[config.mk]
export PLATFORM = sky130hd
export DESIGN_NAME = lp_text_tokenizer_top_flat
export DESIGN_NICKNAME = d
export VERILOG_FILES = /design/src/rtl/ltt_pkg.sv /design/src/rtl/ltt_stream_if.sv /design/src/rtl/lp_text_tokenizer_top.sv /design/src/flat_wrapper.sv
export SDC_FILE = /design/constraint.sdc
export NUM_CORES = 1
export LEC_CHECK = 0
export BUFFER_PORTS_ARGS = -buffer_cell sky130_fd_sc_hd__buf_2
export CORE_MARGIN = 2
export CORE_UTILIZATION = 53
export DETAILED_ROUTE_END_ITERATION = 10
export GPL_TIMING_DRIVEN = 0
export PLACE_DENSITY = 0.73
export SLEW_MARGIN = 30
export SYNTH_ARGS = -nofsm -noshare
export SYNTH_HDL_FRONTEND = slang
export SYNTH_SLANG_ARGS = --single-unit
[constraint.sdc]
create_clock -name clk -period 5.4 [get_ports clk]
set_input_delay 0.54 -clock clk [delete_from_list [all_inputs] [get_ports clk]]
set_output_delay 0.54 -clock clk [all_outputs]
set_load 0.02 [all_outputs]
[src/rtl/ltt_pkg.sv]
`timescale 1ns / 1ps
`default_nettype none
// ----------------------------------------------------------------------------
// ltt_pkg: shared types and constants of the LP text tokenizer
// Token and error codes, character codes, result record, position helpers.
// ----------------------------------------------------------------------------
package ltt_pkg;

	localparam int POS_W = 16;
	localparam logic [POS_W-1:0] POS_MAX = '1;

	localparam int FIFO_DEPTH = 4;
	localparam int FIFO_PTR_W = $clog2(FIFO_DEPTH);
	localparam int FIFO_CNT_W = $clog2(FIFO_DEPTH + 1);

	typedef enum logic [3:0] {
		TK_NAME   = 4'd0,
		TK_NUMBER = 4'd1,
		TK_PLUS   = 4'd2,
		TK_MINUS  = 4'd3,
		TK_TIMES  = 4'd4,
		TK_GE     = 4'd5,
		TK_LE     = 4'd6,
		TK_EQ     = 4'd7,
		TK_COMMA  = 4'd8,
		TK_EOL    = 4'd9,
		TK_MAX    = 4'd10,
		TK_MIN    = 4'd11,
		TK_ST     = 4'd12
	} token_kind_t;

	typedef enum logic [2:0] {
		ERR_NONE        = 3'd0,
		ERR_LETTER_NUM  = 3'd1,
		ERR_DOT_NAME    = 3'd2,
		ERR_UNKNOWN     = 3'd3,
		ERR_MISSING_EQ  = 3'd4
	} err_code_t;

	typedef enum logic [1:0] {
		PK_NONE   = 2'd0,
		PK_NAME   = 2'd1,
		PK_NUMBER = 2'd2
	} pend_kind_t;

	localparam logic [7:0] CH_NUL   = 8'h00;
	localparam logic [7:0] CH_TAB   = 8'h09;
	localparam logic [7:0] CH_NL    = 8'h0A;
	localparam logic [7:0] CH_SPACE = 8'h20;
	localparam logic [7:0] CH_STAR  = 8'h2A;
	localparam logic [7:0] CH_PLUS  = 8'h2B;
	localparam logic [7:0] CH_COMMA = 8'h2C;
	localparam logic [7:0] CH_MINUS = 8'h2D;
	localparam logic [7:0] CH_DOT   = 8'h2E;
	localparam logic [7:0] CH_0     = 8'h30;
	localparam logic [7:0] CH_9     = 8'h39;
	localparam logic [7:0] CH_LT    = 8'h3C;
	localparam logic [7:0] CH_EQ    = 8'h3D;
	localparam logic [7:0] CH_GT    = 8'h3E;
	localparam logic [7:0] CH_UP_A  = 8'h41;
	localparam logic [7:0] CH_UP_Z  = 8'h5A;
	localparam logic [7:0] CH_US    = 8'h5F;
	localparam logic [7:0] CH_LO_A  = 8'h61;
	localparam logic [7:0] CH_LO_Z  = 8'h7A;

	localparam logic [23:0] KW_MAX_UP = "MAX";
	localparam logic [23:0] KW_MAX_LO = "max";
	localparam logic [23:0] KW_MIN_UP = "MIN";
	localparam logic [23:0] KW_MIN_LO = "min";
	localparam logic [15:0] KW_ST_UP  = "ST";
	localparam logic [15:0] KW_ST_LO  = "st";

	typedef logic [2:0][7:0] prefix_t;

	typedef struct packed {
		token_kind_t      token_kind;
		logic [POS_W-1:0] start_pos;
		logic [POS_W-1:0] end_pos;
		err_code_t        error_code;
		logic             last_of_run;
	} result_t;

	function automatic logic [POS_W-1:0] sat_inc(input logic [POS_W-1:0] p);
		return (p == POS_MAX) ? p : p + 1'b1;
	endfunction

	// prefix[0] holds the first character of the name
	function automatic token_kind_t name_kind(input prefix_t pfx, input logic [2:0] len);
		logic [23:0] w3;
		logic [15:0] w2;
		token_kind_t k;
		w3 = {pfx[0], pfx[1], pfx[2]};
		w2 = {pfx[0], pfx[1]};
		k = TK_NAME;
		if (len == 3'd3 && (w3 == KW_MAX_UP || w3 == KW_MAX_LO)) k = TK_MAX;
		if (len == 3'd3 && (w3 == KW_MIN_UP || w3 == KW_MIN_LO)) k = TK_MIN;
		if (len == 3'd2 && (w2 == KW_ST_UP || w2 == KW_ST_LO)) k = TK_ST;
		return k;
	endfunction

endpackage
`default_nettype wire

[src/rtl/ltt_stream_if.sv]
`timescale 1ns / 1ps
`default_nettype none
// ----------------------------------------------------------------------------
// ltt_stream_if: valid/ready channels of the LP text tokenizer
// Byte channel into the block and token channel out of it.
// ----------------------------------------------------------------------------
interface ltt_byte_if;
	logic       valid;
	logic       ready;
	logic [7:0] text_byte;
	logic       final_byte;

	modport source (output valid, output text_byte, output final_byte, input ready);
	modport sink   (input valid, input text_byte, input final_byte, output ready);
endinterface

interface ltt_token_if;
	logic                      valid;
	logic                      ready;
	logic [3:0]                token_kind;
	logic [ltt_pkg::POS_W-1:0] start_pos;
	logic [ltt_pkg::POS_W-1:0] end_pos;
	logic [2:0]                error_code;
	logic                      last_of_run;

	modport source (output valid, output token_kind, output start_pos, output end_pos,
		output error_code, output last_of_run, input ready);
	modport sink   (input valid, input token_kind, input start_pos, input end_pos,
		input error_code, input last_of_run, output ready);
endinterface
`default_nettype wire

[src/rtl/lp_text_tokenizer_top.sv]
`timescale 1ns / 1ps
`default_nettype none
// ----------------------------------------------------------------------------
// lp_text_tokenizer_top: streaming lexer for LP model text
// Results of a byte enter the result FIFO when it is accepted, in order.
// Throughput: one byte per cycle while the 4-entry result FIFO has room for
//   two results; the FIFO drains one result per cycle while tokens.ready is
//   high, so bytes that cause two results slow the input.
// Reset: arst_n clears the lexer state and empties the FIFO; no clearing pass.
// ----------------------------------------------------------------------------
module lp_text_tokenizer_top (
	input  wire logic    clk,
	input  wire logic    arst_n,
	ltt_byte_if.sink     text,
	ltt_token_if.source  tokens
);

	// lexer state
	ltt_pkg::pend_kind_t            pk_q;
	logic [ltt_pkg::POS_W-1:0]      pstart_q;
	ltt_pkg::prefix_t               pfx_q;
	logic [2:0]                     plen_q;
	logic [ltt_pkg::POS_W-1:0]      pos_q;
	logic                           expect_q;
	logic                           sticky_q;

	// result FIFO
	ltt_pkg::result_t               fifo_q [ltt_pkg::FIFO_DEPTH];
	logic [ltt_pkg::FIFO_PTR_W-1:0] wr_ptr_q;
	logic [ltt_pkg::FIFO_PTR_W-1:0] rd_ptr_q;
	logic [ltt_pkg::FIFO_CNT_W-1:0] cnt_q;

	// next state and results
	ltt_pkg::pend_kind_t            w_pk;
	logic [ltt_pkg::POS_W-1:0]      w_start;
	ltt_pkg::prefix_t               w_pfx;
	logic [2:0]                     w_len;
	logic                           n_expect;
	logic                           do_flush;
	logic                           flush_v;
	logic [ltt_pkg::POS_W-1:0]      flush_end;
	logic                           tok_v;
	ltt_pkg::token_kind_t           tok_kind;
	logic [ltt_pkg::POS_W-1:0]      tok_end;
	ltt_pkg::err_code_t             err;
	ltt_pkg::result_t               flush_res;
	ltt_pkg::result_t               tok_res;
	ltt_pkg::result_t               r0;
	ltt_pkg::result_t               r1;
	logic [1:0]                     push_cnt;

	logic [7:0]                     c;
	logic                           fin;
	logic [ltt_pkg::POS_W-1:0]      here;
	logic [ltt_pkg::POS_W-1:0]      nxt;
	logic                           is_letter;
	logic                           is_digit;
	logic                           accept;
	logic                           pop;

	assign c      = text.text_byte;
	assign fin    = text.final_byte;
	assign here   = pos_q;
	assign nxt    = ltt_pkg::sat_inc(pos_q);
	assign accept = text.valid && text.ready;
	assign pop    = tokens.valid && tokens.ready;

	assign is_letter = (c inside {[ltt_pkg::CH_LO_A:ltt_pkg::CH_LO_Z],
		[ltt_pkg::CH_UP_A:ltt_pkg::CH_UP_Z], ltt_pkg::CH_US});
	assign is_digit  = (c inside {[ltt_pkg::CH_0:ltt_pkg::CH_9]});

	always_comb begin
		w_pk      = pk_q;
		w_start   = pstart_q;
		w_pfx     = pfx_q;
		w_len     = plen_q;
		n_expect  = 1'b0;
		do_flush  = 1'b0;
		flush_end = here;
		tok_v     = 1'b0;
		tok_kind  = ltt_pkg::TK_NAME;
		tok_end   = nxt;
		err       = ltt_pkg::ERR_NONE;
		flush_res = '0;

		if (sticky_q) begin
			n_expect = expect_q;
		end else if (expect_q) begin
			if (c != ltt_pkg::CH_EQ) err = ltt_pkg::ERR_MISSING_EQ;
		end else if (c inside {ltt_pkg::CH_NUL, ltt_pkg::CH_SPACE, ltt_pkg::CH_TAB}) begin
			do_flush = 1'b1;
		end else if (c == ltt_pkg::CH_NL) begin
			do_flush = 1'b1;
			tok_v    = 1'b1;
			tok_kind = ltt_pkg::TK_EOL;
		end else if (is_letter || is_digit) begin
			if (is_letter && pk_q == ltt_pkg::PK_NUMBER) begin
				err = ltt_pkg::ERR_LETTER_NUM;
			end else begin
				if (pk_q == ltt_pkg::PK_NONE) begin
					w_pk    = is_letter ? ltt_pkg::PK_NAME : ltt_pkg::PK_NUMBER;
					w_start = here;
					w_pfx   = '0;
					w_len   = 3'd0;
				end
				// digits extend a name's prefix, not a number's
				if (w_pk == ltt_pkg::PK_NAME) begin
					if (w_len < 3'd3) w_pfx[w_len[1:0]] = c;
					if (w_len < 3'd4) w_len = w_len + 3'd1;
				end
			end
		end else if (c == ltt_pkg::CH_DOT) begin
			if (pk_q == ltt_pkg::PK_NAME) begin
				err = ltt_pkg::ERR_DOT_NAME;
			end else if (pk_q == ltt_pkg::PK_NONE) begin
				w_pk    = ltt_pkg::PK_NUMBER;
				w_start = here;
				w_pfx   = '0;
				w_len   = 3'd0;
			end
		end else if (c inside {ltt_pkg::CH_PLUS, ltt_pkg::CH_MINUS, ltt_pkg::CH_STAR,
				ltt_pkg::CH_EQ, ltt_pkg::CH_COMMA, ltt_pkg::CH_LT, ltt_pkg::CH_GT}) begin
			do_flush = 1'b1;
			case (c)
				ltt_pkg::CH_PLUS:  tok_kind = ltt_pkg::TK_PLUS;
				ltt_pkg::CH_MINUS: tok_kind = ltt_pkg::TK_MINUS;
				ltt_pkg::CH_STAR:  tok_kind = ltt_pkg::TK_TIMES;
				ltt_pkg::CH_EQ:    tok_kind = ltt_pkg::TK_EQ;
				ltt_pkg::CH_GT:    tok_kind = ltt_pkg::TK_GE;
				ltt_pkg::CH_LT:    tok_kind = ltt_pkg::TK_LE;
				default:           tok_kind = ltt_pkg::TK_COMMA;
			endcase
			if (c == ltt_pkg::CH_LT || c == ltt_pkg::CH_GT) begin
				if (fin) begin
					err = ltt_pkg::ERR_MISSING_EQ;
				end else begin
					tok_v    = 1'b1;
					tok_end  = ltt_pkg::sat_inc(nxt);
					n_expect = 1'b1;
				end
			end else begin
				tok_v = 1'b1;
			end
		end else begin
			err = ltt_pkg::ERR_UNKNOWN;
		end

		if (err != ltt_pkg::ERR_NONE) begin
			tok_v    = 1'b1;
			tok_kind = ltt_pkg::TK_NAME;
			tok_end  = nxt;
		end else if (!sticky_q && fin && !do_flush && w_pk != ltt_pkg::PK_NONE) begin
			// end of text closes the pending token one past the final byte
			do_flush  = 1'b1;
			flush_end = nxt;
		end

		// a flush only yields a beat when a token is actually pending
		flush_v = do_flush && (w_pk != ltt_pkg::PK_NONE);

		flush_res.token_kind  = (w_pk == ltt_pkg::PK_NAME) ?
			ltt_pkg::name_kind(w_pfx, w_len) : ltt_pkg::TK_NUMBER;
		flush_res.start_pos   = w_start;
		flush_res.end_pos     = flush_end;
		flush_res.error_code  = ltt_pkg::ERR_NONE;
		flush_res.last_of_run = !tok_v;

		if (do_flush) begin
			w_pk  = ltt_pkg::PK_NONE;
			w_len = 3'd0;
		end

		tok_res.token_kind  = tok_kind;
		tok_res.start_pos   = here;
		tok_res.end_pos     = tok_end;
		tok_res.error_code  = err;
		tok_res.last_of_run = 1'b1;

		r0       = flush_v ? flush_res : tok_res;
		r1       = tok_res;
		push_cnt = {1'b0, flush_v} + {1'b0, tok_v};
	end

	// room for two results keeps a double beat from overrunning the FIFO
	assign text.ready = (cnt_q <= ltt_pkg::FIFO_CNT_W'(ltt_pkg::FIFO_DEPTH - 2));

	always_ff @(posedge clk or negedge arst_n) begin
		if (!arst_n) begin
			pk_q     <= ltt_pkg::PK_NONE;
			pstart_q <= '0;
			pfx_q    <= '0;
			plen_q   <= 3'd0;
			pos_q    <= '0;
			expect_q <= 1'b0;
			sticky_q <= 1'b0;
		end else if (accept) begin
			if (fin) begin
				pk_q     <= ltt_pkg::PK_NONE;
				pstart_q <= '0;
				pfx_q    <= '0;
				plen_q   <= 3'd0;
				pos_q    <= '0;
				expect_q <= 1'b0;
				sticky_q <= 1'b0;
			end else if (!sticky_q) begin
				pk_q     <= w_pk;
				pstart_q <= w_start;
				pfx_q    <= w_pfx;
				plen_q   <= w_len;
				expect_q <= n_expect;
				if (err != ltt_pkg::ERR_NONE) sticky_q <= 1'b1;
				else pos_q <= nxt;
			end
		end
	end

	always_ff @(posedge clk) begin
		if (accept && push_cnt != 2'd0) fifo_q[wr_ptr_q] <= r0;
		if (accept && push_cnt == 2'd2) fifo_q[wr_ptr_q + 1'b1] <= r1;
	end

	always_ff @(posedge clk or negedge arst_n) begin
		if (!arst_n) begin
			wr_ptr_q <= '0;
			rd_ptr_q <= '0;
			cnt_q    <= '0;
		end else begin
			if (accept) wr_ptr_q <= wr_ptr_q + ltt_pkg::FIFO_PTR_W'(push_cnt);
			if (pop) rd_ptr_q <= rd_ptr_q + 1'b1;
			cnt_q <= cnt_q + (accept ? ltt_pkg::FIFO_CNT_W'(push_cnt) : '0)
				- ltt_pkg::FIFO_CNT_W'(pop);
		end
	end

	assign tokens.valid       = (cnt_q != '0);
	assign tokens.token_kind  = fifo_q[rd_ptr_q].token_kind;
	assign tokens.start_pos   = fifo_q[rd_ptr_q].start_pos;
	assign tokens.end_pos     = fifo_q[rd_ptr_q].end_pos;
	assign tokens.error_code  = fifo_q[rd_ptr_q].error_code;
	assign tokens.last_of_run = fifo_q[rd_ptr_q].last_of_run;

	a_fifo_bound: assert property (@(posedge clk) disable iff (!arst_n)
		cnt_q <= ltt_pkg::FIFO_CNT_W'(ltt_pkg::FIFO_DEPTH))
		else $error("result FIFO overrun");

	a_sticky_quiet: assert property (@(posedge clk) disable iff (!arst_n)
		accept && sticky_q |-> push_cnt == 2'd0)
		else $error("results produced while skipping after an error");

	a_equals_no_flush: assert property (@(posedge clk) disable iff (!arst_n)
		accept && expect_q && !sticky_q |-> !do_flush)
		else $error("flush on the byte after a comparison");

	a_final_clears: assert property (@(posedge clk) disable iff (!arst_n)
		accept && fin |=> pos_q == '0 && !sticky_q && pk_q == ltt_pkg::PK_NONE)
		else $error("state not cleared after final byte");

endmodule
`default_nettype wire
[src/flat_wrapper.sv]
// flat-port wrapper written by rule: the top's interface ports become plain ports
module lp_text_tokenizer_top_flat 
  (clk, arst_n, text_valid, text_text_byte, text_final_byte, text_ready, tokens_valid, tokens_token_kind, tokens_start_pos, tokens_end_pos, tokens_error_code, tokens_last_of_run, tokens_ready);
  ltt_byte_if text_i ();
  ltt_token_if tokens_i ();
  input  wire logic clk;
  input  wire logic arst_n;
  input wire logic [$bits(text_i.valid)-1:0] text_valid;
  input wire logic [$bits(text_i.text_byte)-1:0] text_text_byte;
  input wire logic [$bits(text_i.final_byte)-1:0] text_final_byte;
  output wire logic [$bits(text_i.ready)-1:0] text_ready;
  output wire logic [$bits(tokens_i.valid)-1:0] tokens_valid;
  output wire logic [$bits(tokens_i.token_kind)-1:0] tokens_token_kind;
  output wire logic [$bits(tokens_i.start_pos)-1:0] tokens_start_pos;
  output wire logic [$bits(tokens_i.end_pos)-1:0] tokens_end_pos;
  output wire logic [$bits(tokens_i.error_code)-1:0] tokens_error_code;
  output wire logic [$bits(tokens_i.last_of_run)-1:0] tokens_last_of_run;
  input wire logic [$bits(tokens_i.ready)-1:0] tokens_ready;
  assign text_i.valid = text_valid;
  assign text_i.text_byte = text_text_byte;
  assign text_i.final_byte = text_final_byte;
  assign text_ready = text_i.ready;
  assign tokens_valid = tokens_i.valid;
  assign tokens_token_kind = tokens_i.token_kind;
  assign tokens_start_pos = tokens_i.start_pos;
  assign tokens_end_pos = tokens_i.end_pos;
  assign tokens_error_code = tokens_i.error_code;
  assign tokens_last_of_run = tokens_i.last_of_run;
  assign tokens_i.ready = tokens_ready;
  lp_text_tokenizer_top u_core (.clk(clk), .arst_n(arst_n), .text(text_i), .tokens(tokens_i));
endmodule
* After elaboration in Yosys (flattened, before gate mapping)
Memory sizes are Yosys's and may differ from the RTL's.
Index checks and enable logic that the tools add are counted.
W data, S select, Z words.
** Word-level totals
- Bits in registers :: 70
- Memory bits (writable) :: 160
- Bits of input ports :: 13
- Output and inout port bits :: 42
- Word-level logic and storage cells :: 250
- Memories kept :: 1
** Memories
- u_core.fifo_q :: depth 4, width 40, read ports 1, clocked after Yosys merged registers in 0, wr ports 2, line lp_text_tokenizer_top.sv:28 : ltt_pkg::result_t fifo_q [ltt_pkg::FIFO_DEPTH];
** Cells by class
- Add/sub/neg operators :: 9
- Magnitude comparators :: 11
- Eq/ne operators :: 30
- Muxes and demuxes :: 152
- Reduce and logical (&&, ||, !) cells :: 35
** Operator list (count)
- $mux W24 :: 19
- $mux W16 :: 28
- $eq A24 B23 Y1 const B :: 4
- $mux W3 :: 30
- $eq A8 B6 Y1 const B :: 9
- $mux W4 :: 12
- $mux W2 :: 22
- $mux W40 :: 1
- $mux W1 :: 36
- $add A16 B1 Y16 const B :: 2
- $eq A16 B15 Y1 const B :: 2
- $eq A16 B16 Y1 const B :: 2
- $bwmux W24 :: 1
- $pmux W4 S6 :: 1
- $demux W8 S2 :: 1
- $eq A8 B4 Y1 const B :: 2
- $ge A8 B7 Y1 const B :: 2
- $le A8 B7 Y1 const B :: 2
- $logic_and A1 B1 Y1 :: 16
- $reduce_bool A3 Y1 :: 4
- $eq A8 B7 Y1 const B :: 1
- $ge A8 B6 Y1 const B :: 1
- $le A8 B6 Y1 const B :: 1
- $logic_not A8 Y1 :: 1
- other kinds (24) :: 37

* Longest topological paths before layout
- Depth in word-level cells :: 31
- Depth in mapped cells :: 18
- Mapped depth without buffers :: 14

* Worst setup path after synthesis
OpenSTA, ideal clock, no wires.
- Kind :: input to register
- Start point :: in text_text_byte[2]
- End point :: mem u_core.fifo_q[1][10] in the netlist's numbering (enable)
- Data arrival time :: 4.658 ns
- Data required time :: 5.003 ns
- Setup slack :: 0.345 ns
- Stages :: 16
- Buffers on the path :: 5
- Path through :: buf_2 -> or4_4 -> a31o_2 -> and2_4 -> buf_2 -> nand3_1 -> nor4b_2 -> o21a_1 -> buf_2 -> inv_1 -> ha_1 -> nor2_1 -> nand2_1 -> clkbuf_1 -> clkbuf_1 -> nand2_1
** RTL lines
- from (decl) :: line flat_wrapper.sv:9 : input wire logic [$bits(text_i.text_byte)-1:0] text_text_byte;
- to (decl) :: line lp_text_tokenizer_top.sv:28

==> summary.txt <==
Status
  • Outcome: finished clean

Clocking
  • CTS Buf Count: 25
  • CTS root buf: clkbuf_16
  • Number of H-tree levels: 1
  • Sink Count: 230
  • Maximum root-to-sink buffer count: 3
  • CTS tree: built
  • CTS clock-pin slew for the worst setup and hold paths: 0.06 ns
  • Clk_lat worst skew: 0.53 ns

Cells and area
  • Multi-input gate area: 6200 um2
  • Register area: 6520 um2
  • Ant diodes: 0
  • Layout cells sized above 1: 0.156
  • Non-filler instance count after layout: 1647
  • Nets: 1332
  • Fill cell count: 1967
  • Final core utilization: 0.608
  • Area Overhead vs Synth: 12.4%

Setup path
  • Slowest CP cell: or4_4
  • Worst path bufs/invs: 7
  • Critical path arrival: 5.39 ns
  • Crit-path most repeated cell: buf_2
  • Max stage delay on crit path: 0.59 ns
  • Worst setup path startpoint: text_text_byte[2]
  • Critical path class: in -> reg
  • Worst reg2reg path depth: 14
  • Startpoint types: primary input
  • Reg-to-reg endpoint: u_core.fifo_q[2][33]
  • Critical path data required time: 5.57 ns
  • CP Max Fanout: 39
  • CP top delay family: simple AND/OR/NAND/NOR gates
  • Worst R2R Setup Slack: 0.32 ns
  • CP Capture Type: flip-flop
  • CP cell instances: buf_2, buf_2, or4_4, a31o_2, and2_4, buf_2, nand3_1, nor4b_2, o21a_1, buf_2, inv_1, ha_1, nor2_2, nand2_1, clkbuf_1, clkbuf_1, nand2_8
  • RR Startpoint: u_core.sticky_q

Timing
  • RSZ-0062 raised after global routing: false
  • Fin. Hold Viols: 0
  • Clk_skew: 0.0199 ns
  • Worst-Margin Slew: 0.966 ns
  • Setup violators final: 0
  • Period utilization: 0.967
  • Max-slew violations: 0
  • Slew HR: 0.356
  • Fmax: 191 MHz
  • Fin crit period: 5.22 ns

Power and ir drop
  • Comb pwr share: 0.340
  • Clock power frac: 0.290
  • Sw Ratio: 0.362
  • Worst vdd ir: 247 uV
  • Flop pwr share: 0.370
  • Pwr Density: 398 nW/um2
  • P_int: 3750 uW
  • Leakage Power: 0.00536 uW
  • Sw Pwr: 2130 uW

Synthesis
  • Area of the mapped netlist: 13100 um2
  • Avg Cell Area, Syn: 10.8 um2
  • Register bit total from synthesis: 230
  • Sequential area share after synthesis: 0.496
  • Commonest cells in the netlist: edfxtp_1 (156), nand2_1 (130), o21ai_0 (78)
  • Syn_nets: 1247
  • Cell taking the most area after synthesis: edfxtp_1
  • Ys async rst share: 0.304
  • Netlist cell types: 89
  • Top_reg_cell synth: edfxtp_1
  • Post-synth EDFFs: 156
  • Most numerous cell in the Yosys netlist: edfxtp_1
  • Largest cells by area after synthesis: edfxtp_1 (36%), dfrtp_1 (13%), mux4_2 (6.9%)
  • Top cell type's share of synthesized area: 0.356
  • Cells after Synth: 1220
  • Yosys warns: 0

Route
  • First-pass DRT Iterations: 6
  • WL per Instance: 23.6 um
  • Detail Route Antenna Nets: 0
  • Via count: 11049
  • Drt total wl: 38.9 mm
  • Remaining DRCs: 0
  • Iteration-0 DRC Markers: 1339
  • Vias/cell: 6.71

Placement
  • HPWL Detailed: 27.2 mm
  • GP Congestion: 0.978
  • Dpl cells: 1600
  • IO buf count: 52

GRT
  • First-pass GRT wire length: 60.0 mm
  • Largest net degree at the start of global routing: 40
  • Vias in the first global route: 10554
  • Tot GR Track Use: 0.297
  • Antenna violations before repair: 0
  • Total congestion overflow: 0

Die
  • Die Y: 161 um
  • Die width: 161 um
  • Initial core utilization: 0.541
  • Core Box Area: 24300 um2
  • IO Pins: 55
  • Die Footprint: 26100 um2
  • # rows: 57

Min path
  • Worst Hold Class: in -> reg
  • Hold_sp: tokens_ready
  • WHS Endpoint: u_core.rd_ptr_q[0]
  • Hold Crit Depth: 3

Job
  • Max cap viols: 0
## how the worst max path moves through the flow
| stage | end | slack [ns] | cells past startpoint |
|---|---|---|---|
| finish | u_core.fifo_q[2][33] | 0.18 | 17 |
| global route | u_core.fifo_q[2][32] | 0.005 | 17 |
| CTS | u_core.fifo_q[1][24] | 0.08 | 17 |
| detailed placement | u_core.fifo_q[0][29] | -0.57 | 17 |
| global placement | u_core.fifo_q[0][29] | -1.48 | 16 |
| floorplan | u_core.fifo_q[1][10] | 0.34 | 16 |
## worst register-to-register path, cell delays in order (launching register included)
cell and delay (ns):
dfrtp_1 0.46, nor2_1 0.43, and2_4 0.26, buf_2 0.22, nand3_1 0.26, nor4b_2 0.28, o21a_1 0.23, buf_2 0.20
inv_1 0.15, ha_1 0.29, nor2_2 0.13, nand2_1 0.15, clkbuf_1 0.54, clkbuf_1 0.64, nand2_8 0.42
## routing by layer
metal	track usage	share of wire
met1	0.414	0.40
met2	0.468	0.47
met3	0.0493	0.098
met4	0.120	0.036
met5	0	0
## what timing repair did
item / 4_1_cts / 5_1_grt
endpoints found under the hold margin: 25 / 0
resized for setup: 1 / 7
hold buffers: 1 / 0
gates cloned: 0 / 1
buffers inserted: 0 / 0
pin swaps: 0 / 1
setup endpoints to repair: 10 / 206
## cells in the final DEF (no fill, tap or decap), drive strengths merged, types with 18 or more instances in the layout
| cell | netlist | layout |
|---|---|---|
| xnor2 | 20 | 20 |
| a21oi | 47 | 47 |
| nor2 | 76 | 76 |
| inv | 17 | 18 |
| o22ai | 77 | 77 |
| buf | 35 | 90 |
| nand2 | 131 | 132 |
| clkbuf | 69 | 98 |
| nor3 | 20 | 20 |
| nand3 | 28 | 28 |
| dfrtp | 70 | 70 |
| mux4 | 40 | 40 |
| o21ai | 83 | 83 |
| a22o | 73 | 73 |
| a22oi | 34 | 34 |
| edfxtp | 156 | 156 |
## power by group through the flow
stage / clock network, uW / registers [uW] / logic, uW
5_1_grt: 1790 / 2190 / 2140
2_1_floorplan: 0 / 2170 / 1380
4_1_cts: 1710 / 2170 / 1970
3_5_place_dp: 0 / 2200 / 1960
6_report: 1700 / 2180 / 2000
3_3_place_gp: 0 / 2200 / 1920
## stage by stage
step | setup WS (ns) | hold slack [ns] | cell area, um2 | total power [uW] | setup TNS [ns]
after global routing | 0.00499 | 0.409 | 14800 | 6120 | 0
after floorplan | 0.345 | 0.244 | 13100 | 3550 | 0
after detailed placement | -0.570 | 0.456 | 13900 | 4160 | -60.81
final | 0.177 | 0.398 | 14800 | 5880 | 0
after CTS | 0.0788 | 0.383 | 14700 | 5850 | 0
after global placement | -1.48 | 0.446 | 13800 | 4120 | -234.67
## cells by family (layout without fill, tap and decap cells)
kind of cell | Yosys count | count (layout) | synth area share
compound gates | 405 | 405 | 0.214
buf+inv | 121 | 223 | 0.0378
fa+ha+maj | 14 | 14 | 0.0139
mux | 51 | 51 | 0.0774
simple gates | 370 | 371 | 0.142
xor+xnor | 29 | 29 | 0.0193
flops | 230 | 230 | 0.496
## area by class of cell
| cell class | count | share of cell area |
|---|---|---|
| tap | 324 | 0.0274 |
| buffer | 104 | 0.0297 |
| multi-input combinational | 870 | 0.420 |
| sequential | 230 | 0.441 |
| timing repair buffer | 57 | 0.0234 |
| inverter | 17 | 0.00432 |
| clock buffer | 28 | 0.0431 |
| clock inverter | 17 | 0.0115 |
## flip-flops by register name, indices dropped and copies added, names as in the netlist
name             flops
u_core.here         16
u_core.pk_q          2
u_core.wr_ptr_q      2
u_core.pstart_q     16
u_core.plen_q        3
u_core.sticky_q      1
u_core.rd_ptr_q      2
u_core.cnt_q         3
u_core.pfx_q        24
u_core.fifo_q      160
u_core.expect_q      1
Power figures use the tool's default switching activity.
